`config.mk`:
```
export PLATFORM = sky130hd
export DESIGN_NAME = art_cell
export DESIGN_NICKNAME = d
export VERILOG_FILES = /design/src/rtl/core/art_pkg.sv /design/src/rtl/core/art_cell.sv
export SDC_FILE = /design/constraint.sdc
export NUM_CORES = 1
export LEC_CHECK = 0
export BUFFER_PORTS_ARGS = -buffer_cell sky130_fd_sc_hd__buf_4
export CAP_MARGIN = 5
export CORE_AREA = 2 2 157 159
export DETAILED_ROUTE_END_ITERATION = 10
export DIE_AREA = 0 0 159 161
export GPL_ROUTABILITY_DRIVEN = 0
export PLACE_DENSITY = 0.61
export SLEW_MARGIN = 0
export SYNTH_ARGS = -nofsm -noshare
export SYNTH_HDL_FRONTEND = slang
export SYNTH_SLANG_ARGS = --single-unit
```
`constraint.sdc`:
```
create_clock -name clock -period 4.7 [get_ports clock]
set_clock_uncertainty 0.15 [all_clocks]
set_input_delay 0.235 -clock clock [delete_from_list [all_inputs] [get_ports clock]]
set_output_delay 0.235 -clock clock [all_outputs]
set_load 0.03 [all_outputs]
```
`src/rtl/core/art_pkg.sv`:
```
`timescale 1ns / 1ps

package art_pkg;

   // table geometry
   localparam int TABLE_DEPTH = 16;
   localparam int IDX_W       = $clog2(TABLE_DEPTH);
   localparam int CNT_W       = $clog2(TABLE_DEPTH + 1);

   // field widths
   localparam int OP_W     = 2;
   localparam int NUM_W    = 16;
   localparam int ADDR_W   = 32;
   localparam int LEN_W    = 16;
   localparam int HANDLE_W = 8;
   localparam int TIME_W   = 32;
   localparam int ATT_W    = 8;
   localparam int KIND_W   = 2;
   localparam int CFG_W    = 8;
   localparam int CSR_IDX_W  = 1;
   localparam int CSR_DATA_W = 8;

   // opcodes
   localparam logic [OP_W-1:0] OP_PUSH   = 2'd0;
   localparam logic [OP_W-1:0] OP_RECV   = 2'd1;
   localparam logic [OP_W-1:0] OP_TICK   = 2'd2;
   localparam logic [OP_W-1:0] OP_UNUSED = 2'd3;

   // result kinds
   localparam logic [KIND_W-1:0] KIND_RESEND = 2'd0;
   localparam logic [KIND_W-1:0] KIND_DROP   = 2'd1;
   localparam logic [KIND_W-1:0] KIND_ACK    = 2'd2;
   localparam logic [KIND_W-1:0] KIND_REJECT = 2'd3;

   // csr map
   localparam logic [CSR_IDX_W-1:0] CSR_MAX_ATTEMPTS   = 1'd0;
   localparam logic [CSR_IDX_W-1:0] CSR_RESEND_TIMEOUT = 1'd1;

   localparam logic [CFG_W-1:0] MAX_ATTEMPTS_RESET   = 8'd5;
   localparam logic [CFG_W-1:0] RESEND_TIMEOUT_RESET = 8'd1;

   typedef struct packed {
      logic [NUM_W-1:0]    number;
      logic [TIME_W-1:0]   stamp;
      logic [ATT_W-1:0]    attempts;
      logic [ADDR_W-1:0]   address;
      logic [LEN_W-1:0]    length;
      logic [HANDLE_W-1:0] handle;
   } entry_type;

   typedef struct packed {
      logic push;   // load the new entry
      logic shift;  // take the neighbor's entry
      logic bump;   // count one more attempt and restamp
   } cell_ctl_type;

   typedef struct packed {
      logic match;    // number equals the ack key
      logic expired;  // stamp plus timeout below now
   } cell_flags_type;

   typedef struct packed {
      logic [KIND_W-1:0]   kind;
      logic [NUM_W-1:0]    number;
      logic [ADDR_W-1:0]   address;
      logic [LEN_W-1:0]    length;
      logic [HANDLE_W-1:0] handle;
      logic [ATT_W-1:0]    attempts;
   } result_type;

endpackage

```
`src/rtl/core/art_cell.sv`:
```
`timescale 1ns / 1ps

module art_cell (
   input  logic                         clock,
   input  art_pkg::cell_ctl_type        ctl,
   input  art_pkg::entry_type           push_entry,
   input  art_pkg::entry_type           next_entry,
   input  logic [art_pkg::NUM_W-1:0]    key,
   input  logic [art_pkg::TIME_W-1:0]   now,
   input  logic [art_pkg::CFG_W-1:0]    timeout,
   output art_pkg::entry_type           entry,
   output art_pkg::cell_flags_type      flags
);
   import art_pkg::*;

   entry_type           entry_ff;
   entry_type           entry_in;
   logic [TIME_W:0]     deadline;

   always_comb begin
      entry_in = entry_ff;
      if (ctl.push) begin
         entry_in = push_entry;
      end else if (ctl.shift) begin
         entry_in = next_entry;
      end else if (ctl.bump) begin
         entry_in.stamp = now;
         if (entry_ff.attempts != {ATT_W{1'b1}}) begin
            entry_in.attempts = entry_ff.attempts + 1'b1;
         end
      end
   end

   always_ff @(posedge clock) begin
      entry_ff <= entry_in;
   end

   // 33-bit sum, no wrap
   assign deadline = {1'b0, entry_ff.stamp} + {{(TIME_W + 1 - CFG_W){1'b0}}, timeout};

   assign flags.match   = (entry_ff.number == key);
   assign flags.expired = (deadline < {1'b0, now});
   assign entry         = entry_ff;

endmodule

```
Word-level counts from Yosys, hierarchy flattened
Cells that the tools add are included.

storage, ports and cells
  register bits after elaboration = 112
  output and inout port bits = 114
  word-level logic and storage cells = 21

operators by class
  add/sub/neg operators = 2
  magnitude comparators = 1
  eq/ne operators = 2
  mux-type cells = 6
  reduce and logical (&&, ||, !) cells = 4

operator list
  kind                                           number
  two-way mux 112 bit                            1
  two-way mux 40 bit                             2
  two-way mux 56 bit                             1
  adder 32 x 8 -> 33 bit                         1
  less-than comparator 33 x 32 -> 1 bit          1
  equality test 16 bit                           1
  two-way mux 16 bit                             1
  adder 8 x 1 -> 8 bit (second input constant)   1
  two-way mux 8 bit                              1
  inequality test 8 bit (second input constant)  1
  nonzero test 3 bit                             2
  AND reduction 2 bit                            1
  nonzero test 2 bit                             1

Logic depth before layout (Yosys ltp)
Gate-level depths: netlist of run 1.

  depth in word-level cells = 5
  depth in mapped cells = 17

Worst setup path after synthesis of run 1
No wires, ideal clock.

  path type = register -> output
  start point = register entry_ff (netlist bit entry[64])
  end point = output port flags[0] (netlist bit)
  data arrival time = 4.259 ns
  data required time = 4.315 ns
  path slack = 0.056 ns
  cell stages (with the launch flop) = 18
  cell sequence = edfxtp_1 -> ha_1 -> inv_1 -> fa_1 -> nor2b_1 -> o21ai_0 -> a21boi_1 -> o41ai_2 -> buf_4 -> nor3_2 -> xor2_1 -> ha_1 -> a21oi_1 -> o21ai_1 -> a221o_1 -> a2111oi_2 -> a21oi_1 -> a311oi_1

RTL lines
  what                    line            text
  start, declared         art_cell.sv:16  entry_type entry_ff;
  start signal, assigned  art_cell.sv:35  entry_ff <= entry_in;
  end, declared           art_cell.sv:12  output art_pkg::cell_flags_type flags

==> metrics.md, run 1 <==
| Metric | Value |
|---|---|
| Asr flop ratio synth | 0% |
| YS warnings | 0 |
| Slew Limit Fails | 0 |
| First-pass GRT wire length | 36500 µm |
| WL/cell | 17.8 µm |
| Sink Count | 112 |
| Slew headroom | 39.5% |
| I/O pins | 398 |
| Final #Nets | 1367 |
| Top FF cell, synth | edfxtp_1 |
| Final HPWL DP | 19200 µm |
| Top cells by area, synth | edfxtp_1 48%, mux2_2 12%, ha_1 7.2%, mux2i_1 4.7%, xnor2_1 3.9% |
| FF-to-FF Start | entry[56]$_DFFE_PP_ |
| Slowest stage delay, CP | 0.40 ns |
| Final Hold Vio Count | 0 |
| Status | finished clean |
| HP Start | next_entry[108] |
| CP Cell Sequence | ha_2 > inv_2 > fa_2 > nor2b_2 > o21ai_2 > a21boi_2 > o41ai_4 > buf_4 > nor3_4 > xor2_1 > ha_1 > a21oi_2 > o21ai_1 > a221o_1 > a2111oi_2 > a21oi_1 > a311oi_1 > buf_4 |
| Share of Yosys cell area claimed by the top area cell type | 48.1% |
| Mux cell area share after synthesis | 16.5% |
| Synth Area in Compound Gates | 8.68% |
| Pleak | 0.00508 µW |
| Placed Cells | 1310 |
| Unrepaired setup endpoints after global routing | yes |
| Post-Synth Adder-Cell Area | 7.45% |
| Syn_nets | 933 |
| Combinational family with the most area after synthesis | multiplexers |
| Post-Layout Cell Count | 1374 |
| Largest net degree at the start of global routing | 84 |
| Syn-to-layout area delta | 59.5% |
| Clock Pin Slew Worst Setup and Hold Paths | 0.09 ns |
| Sequential share of the synthesized area | 48.1% |
| Crit share post-route | 97.2% |
| DR iter-0 viols | 275 |
| Max FFs per register | 112 |
| Total track usage | 18.6% |
| 1st-pass router iterations | 4 |
| Pwr per Cell Area | 289 nW/µm² |
| Port bufs | 397 |
| DRC viols | 0 |
| Vias in the first global route | 6571 |
| Skew-Pair Late Insertion Delay | 0.36 ns |
| Final setup vio count | 0 |
| Clock root buffer | clkbuf_16 |
| Fin crit period | 4.57 ns |
| Core ar. | 24000 µm² |
| Worst hold path class | input port to register |
| Leading area contributor after synthesis | edfxtp_1 |
| # rows | 57 |
| Sum Neg Setup Slack | 0 ns |
| Layout cells sized above 1 | 50.1% |
| CP Capture Type | output pin |
| Htree depth | 3 |
| WS Path Type | register to output pin |
| Initial antenna violation count | 3 |
| Post-Syn Area | 6990 µm² |
| DRT antenna net count | 0 |
| Longest Clk Path Bufs | 2 |
| Xor/xnor share of the synthesized area | 5.89% |
| Fmax | 219 MHz |
| Number of CTS-inserted buffers | 9 |
| Die Wd | 159 µm |
| EDFF count, synth | 112 |
| Crit start category | register |
| Overall die area | 25600 µm² |
| Initial Util | 29.2% |
| Most frequent CP cell | buf_4 |
| Crit. Startpoint | entry[64]$_DFFE_PP_ |
| Mean number of vias per cell | 4.62 |
| Seq cells post-synth | 112 |
| CTS tree | yes |
| Max-cap violation count | 0 |
| Via count | 6347 |
| Peak supply drop | 0.215 mV |
| Simple-Gate Fraction of Synth Area | 9.90% |
| Synth Instances | 608 |
| Cell variety after synth | 46 |
| Critical-path top delay cell | edfxtp_1 |
| Drt total wl | 24500 µm |
| Worst Path Required | 4.32 ns |
| Slew at the pin closest to its max-slew limit | 0.908 ns |
| Gr ovfl total | 0 |
| Die height | 161 µm |
| Syn Area/Cell | 11.5 µm² |
| Critical Path Fanout Max | 3 |
| CP arrival | 4.18 ns |
-- metal layers --
layer / track usage (%) / wire length (µm) / vias to the layer above
met5: 0 / 0 / -
met4: 6.03 / 554 / 0
met3: 7.50 / 2310 / 29
met2: 33.5 / 12700 / 247
met1: 19.9 / 8950 / 2975
li1: - / - / 3096
-- cells in the final DEF (no fill, tap or decap), types with 4 or more instances in the layout --
master / n
ha_1: 37
o211ai_1: 4
nand3_1: 15
nand4_1: 11
nor3_1: 7
and3_1: 7
buf_4: 410
dlygate4sd3_1: 37
nor2_1: 16
xor2_1: 16
inv_1: 37
mux2i_1: 33
o21a_1: 6
mux2_2: 73
edfxtp_1: 112
a21o_1: 7
o21ai_0: 47
a21oi_1: 20
clkbuf_16: 9
or2_1: 4
nand2_1: 58
xnor2_1: 31
-- synthesized netlist by cell type (all sizes together), types with 8 or more instances --
| cell | count |
|---|---|
| a21oi | 22 |
| nand2 | 58 |
| inv | 38 |
| clkbuf | 20 |
| xor2 | 16 |
| o21ai | 49 |
| ha | 40 |
| and3 | 8 |
| nand3 | 16 |
| nand4 | 11 |
| nor2 | 17 |
| edfxtp | 112 |
| nor3 | 13 |
| xnor2 | 31 |
| mux2i | 33 |
| mux2 | 73 |
-- power by group --
part	leakage (µW)	switching (µW)	internal [µW]
Combinational	0.00377	578	533
Sequential	0.00116	81.3	1230
Clock	0.000146	421	379
-- kinds of logic after synthesis --
family                     after synthesis
adders and majority gates               41
and+or+nand+nor                        140
AOI/OAI and AO/OA                       99
buffers and inverters                   63
muxes                                  106
DFF                                    112
xor gates and xnor gates                47
-- repair_timing --
item | 4_1_cts | 5_1_grt
setup buffers | 2 | 7
hold buffers | 36 | 1
setup endpoints to repair | 1 | 1
pin swaps | 3 | 22
gates resized for setup | 3 | 17
endpoints found under the hold margin | 28 | 1
-- worst max-delay path, delay by kind of cell (launching register included) --
kind / cells / cell delay, ns
compound gates: 9 / 1.91
fa+ha+maj: 3 / 0.74
buf+inv: 3 / 0.51
flops: 1 / 0.40
xor+xnor: 1 / 0.17
simple gates: 2 / 0.09
-- final timing paths --
path                            cells after the start  slack, ns                    to
worst max-delay path                               18       0.13              flags[0]
worst min register to register                      4       0.70   entry[62]$_DFFE_PP_
worst max register to register                      4       2.92   entry[56]$_DFFE_PP_
worst min-delay path                                2       0.01  entry[108]$_DFFE_PN_
-- through the flow --
| stage | area [µm²] | utilization, % | power (µW) | setup WS [ns] | hold slack [ns] |
|---|---|---|---|---|---|
| 2_1_floorplan | 6990 | - | 1900 | 0.0561 | 0.276 |
| 3_3_place_gp | 10300 | 43.1 | 2390 | 0.315 | 0.364 |
| 3_5_place_dp | 10300 | 43.1 | 2390 | 0.246 | 0.368 |
| 4_1_cts | 11000 | 46.0 | 3240 | 0.0103 | 0.0000230 |
| 5_1_grt | 11200 | 46.5 | 3380 | -0.0285 | 0.00311 |
| 6_report | 11200 | 46.5 | 3220 | 0.131 | 0.0135 |
-- layout make-up --
type                       count  area, µm²
sequential                   112       3360
clock inverter                 7       71.3
antenna                        3       7.51
multi-input combinational    433       3480
tap                          324        405
timing repair buffer         448       3460
fill                        2355      12800
clock buffer                   9        225
inverter                      38        143
(Power assumes the default switching activity.)
==> run 2, diff against run 1 <==
--- a/config.mk
+++ b/config.mk
@@ -11,7 +11,7 @@
 export DETAILED_ROUTE_END_ITERATION = 10
 export DIE_AREA = 0 0 159 161
 export GPL_ROUTABILITY_DRIVEN = 0
-export PLACE_DENSITY = 0.61
+export PLACE_DENSITY = 0.66
 export SLEW_MARGIN = 0
 export SYNTH_ARGS = -nofsm -noshare
 export SYNTH_HDL_FRONTEND = slang
==> constraint.sdc (replaced) <==
create_clock -name clock -period 4.4 [get_ports clock]
set_clock_uncertainty 0.15 [all_clocks]
set_input_delay 0.22 -clock clock [delete_from_list [all_inputs] [get_ports clock]]
set_output_delay 0.22 -clock clock [all_outputs]
set_load 0.03 [all_outputs]
==> run 2 against run 1 <==
Effect of this change:
- utilization rose by 2.6 points
- critical path depth shrank 2
- first-iteration DRC count shrank 15%
- worst hold slack gained 0.0027 ns
- via count up 4.7%
- critical endpoint unchanged
- combinational power grew 13%
- sequential share of layout area shrank 1.6 points
- final cell count is 4.1% higher
- clock-buffer cell count unchanged
- worst setup slack worse by 0.12 ns
==> metrics.md, run 2 (same netlist as run 1, synthesis figures left out) <==
| Metric | Value |
|---|---|
| Largest net degree at the start of global routing | 72 (was 84) |
| Area after DPL | 10400 µm² (was 10300 µm²) |
| Post-route cell area | 11800 µm² (was 11200 µm²) |
| Skew-Pair Late Insertion Delay | 0.36 ns (about the same) |
| # rows | 57 (unchanged) |
| Commonest non-fill, non-tap cell in the layout | buf_4 (unchanged) |
| Mean number of vias per cell | 4.64 (was 4.62) |
| Drt total wl | 25300 µm (was 24500 µm) |
| 1st-pass router iterations | 6 (was 4) |
| Fmax | 228 MHz |
| DR iter-0 viols | 233 (was 275) |
| GR Layer Usage met3 | 7.86% (was 7.50%) |
| CTS tree | yes (unchanged) |
| Crit start category | register (unchanged) |
| Final WS setup | 0.00862 ns (was 0.131 ns) |
| I/O pins | 398 (unchanged) |
| Slowest stage delay, CP | 0.43 ns (was 0.40 ns) |
| Flop pwr share | 39.6% (was 40.7%) |
| Port bufs | 397 (unchanged) |
| Gr ovfl total | 0 (unchanged) |
| Net Sw Frac | 33.7% (was 33.5%) |
| Peak supply drop | 0.190 mV (was 0.215 mV) |
| Syn-to-layout area delta | 68.4% (was 59.5%) |
| WS Path Type | register to output pin (unchanged) |
| First-pass GRT wire length | 37800 µm (was 36500 µm) |
| Number of CTS-inserted buffers | 9 (unchanged) |
| Final setup vio count | 0 (unchanged) |
| Slew headroom | 48.6% (was 39.5%) |
| Final HPWL DP | 19300 µm (was 19200 µm) |
| Die Wd | 159 µm (unchanged) |
| Clock Pin Slew Worst Setup and Hold Paths | 0.08 ns (was 0.09 ns) |
| Final #Nets | 1426 (was 1367) |
| Vias in the first global route | 6941 (was 6571) |
| Htree depth | 3 (unchanged) |
| Pwr per Cell Area | 301 nW/µm² (was 289 nW/µm²) |
| Initial antenna violation count | 1 (was 3) |
| Die height | 161 µm (unchanged) |
| Total track usage | 19.1% (was 18.6%) |
| Via count | 6645 (was 6347) |
| Net Sw Power | 1200 µW (was 1080 µW) |
| Critical-path top delay cell | edfxtp_1 (unchanged) |
| Util after Layout | 49.1% (was 46.5%) |
| Combinational Power Share | 35.3% (was 34.5%) |
| Fill count | 2211 (was 2355) |
| Overall die area | 25600 µm² (unchanged) |
| Worst Hold Slack | 0.0162 ns (was 0.0135 ns) |
| Core ar. | 24000 µm² (unchanged) |
| Initial Util | 29.2% (unchanged) |
| Pleak | 0.00532 µW (was 0.00508 µW) |
| Slew Limit Fails | 0 (unchanged) |
| Max FFs per register | 112 (unchanged) |
| Max-cap violation count | 0 (unchanged) |
| Slew at the pin closest to its max-slew limit | 0.771 ns (was 0.908 ns) |
| Dpl ws | -0.0567 ns (was 0.246 ns) |
| GRT met1 Usage | 19.9% (about the same) |
| Met2 Track Usage GR | 35.2% (was 33.5%) |
| Unrepaired setup endpoints after global routing | yes (unchanged) |
| Most frequent cells in the layout | 415 x buf_4, 112 x edfxtp_1, 91 x dlygate4sd3_1 (was 410 x buf_4, 112 x edfxtp_1, 73 x mux2_2) |
| Top Usage Layer GRT | met2 (unchanged) |
| Clock root buffer | clkbuf_16 (unchanged) |
| CP Capture Type | output pin (unchanged) |
| Critical Path Fanout Max | 6 (was 3) |
| CP arrival | 4.02 ns (was 4.18 ns) |
| DRT antenna net count | 0 (unchanged) |
| Sink Count | 112 (unchanged) |
| Longest Clk Path Bufs | 2 (unchanged) |
| Worst hold path class | input port to register (unchanged) |
| Clock power share | 25.2% (was 24.8%) |
| Final Hold Vio Count | 0 (unchanged) |
| Crit share post-route | 99.8% |
| Fin crit period | 4.39 ns |
| Worst Path Required | 4.03 ns (was 4.32 ns) |
| Internal cell power | 2350 µW (was 2140 µW) |
| CP Cell Sequence | ha_4 > and2_1 > or2_4 > o32a_1 > o41ai_4 > buf_6 > nor3_4 > xor2_1 > ha_1 > a21oi_2 > o21ai_1 > a221o_1 > a2111oi_2 > a21oi_1 > a311oi_2 > buf_4 (was ha_2 > inv_2 > fa_2 > nor2b_2 > o21ai_2 > a21boi_2 > o41ai_4 > buf_4 > nor3_4 > xor2_1 > ha_1 > a21oi_2 > o21ai_1 > a221o_1 > a2111oi_2 > a21oi_1 > a311oi_1 > buf_4) |
| DRC viols | 0 (unchanged) |
| WL/cell | 17.7 µm (was 17.8 µm) |
| Status | finished clean (unchanged) |
| Layout cells sized above 1 | 48.4% (was 50.1%) |
## run 2: final timing paths
path,from,endpoint,slack (ns),cells past startpoint
max,entry[71]$_DFFE_PP_,flags[0],0.009,16
min,push_entry[66],entry[66]$_DFFE_PP_,0.02,3
max reg2reg,entry[56]$_DFFE_PP_,entry[63]$_DFFE_PP_,2.62,4
min reg2reg,entry[57]$_DFFE_PP_,entry[57]$_DFFE_PP_,0.63,3
## run 2: power by group through the flow
stage	sequential, µW	clock (µW)	combinational [µW]
CTS	1400	930	1230
detailed placement	1420	0	1140
global placement	1420	0	1130
floorplan	1650	0	385
finish	1400	893	1250
global route	1420	968	1340
## run 2: final cells by class
cell class	count	area, µm²	share of cell area [%]
Sequential cell	112	3360	28.6
Multi-Input combinational cell	433	3490	29.7
Clock inverter	7	98.8	0.840
Tap cell	324	405	3.44
Antenna cell	1	2.50	0.0213
Clock buffer	9	225	1.91
Timing Repair Buffer	507	4040	34.3
Inverter	38	143	1.21
## run 2: timing repair
| item | in CTS | in global routing |
|---|---|---|
| buffers inserted | 2 | 7 |
| resized for setup | 7 | 16 |
| hold buffers | 89 | 2 |
| pin swaps | 7 | 18 |
| setup endpoints to repair | 1 | 1 |
| hold endpoints to repair | 61 | 2 |
## run 2: per-layer routing
metal  vias to the layer above  routed length (µm)
met3                        38                2320
met1                      3127                9170
li1                       3223                   -
met4                         0                 731
met2                       257               13100
met5                         -                   0
## run 2: metrics by stage
stage,cells,power [µW],TNS [ns]
2_1_floorplan,608,2030,0
3_3_place_gp,1315,2550,0
3_5_place_dp,1315,2560,-0.0567
4_1_cts,1422,3560,-0.0374
5_1_grt,1431,3730,-0.146
6_report,1431,3550,0
## run 2: worst max-delay path: cells and delay by family, from the launching register on
kind / cells / cell delay, ns
AO/OA/AOI/OAI: 8 / 1.64
AND/OR/NAND/NOR: 3 / 0.44
adder cells (fa/ha/maj): 2 / 0.57
flip-flops: 1 / 0.43
buffers and inverters: 2 / 0.40
XOR/XNOR: 1 / 0.17
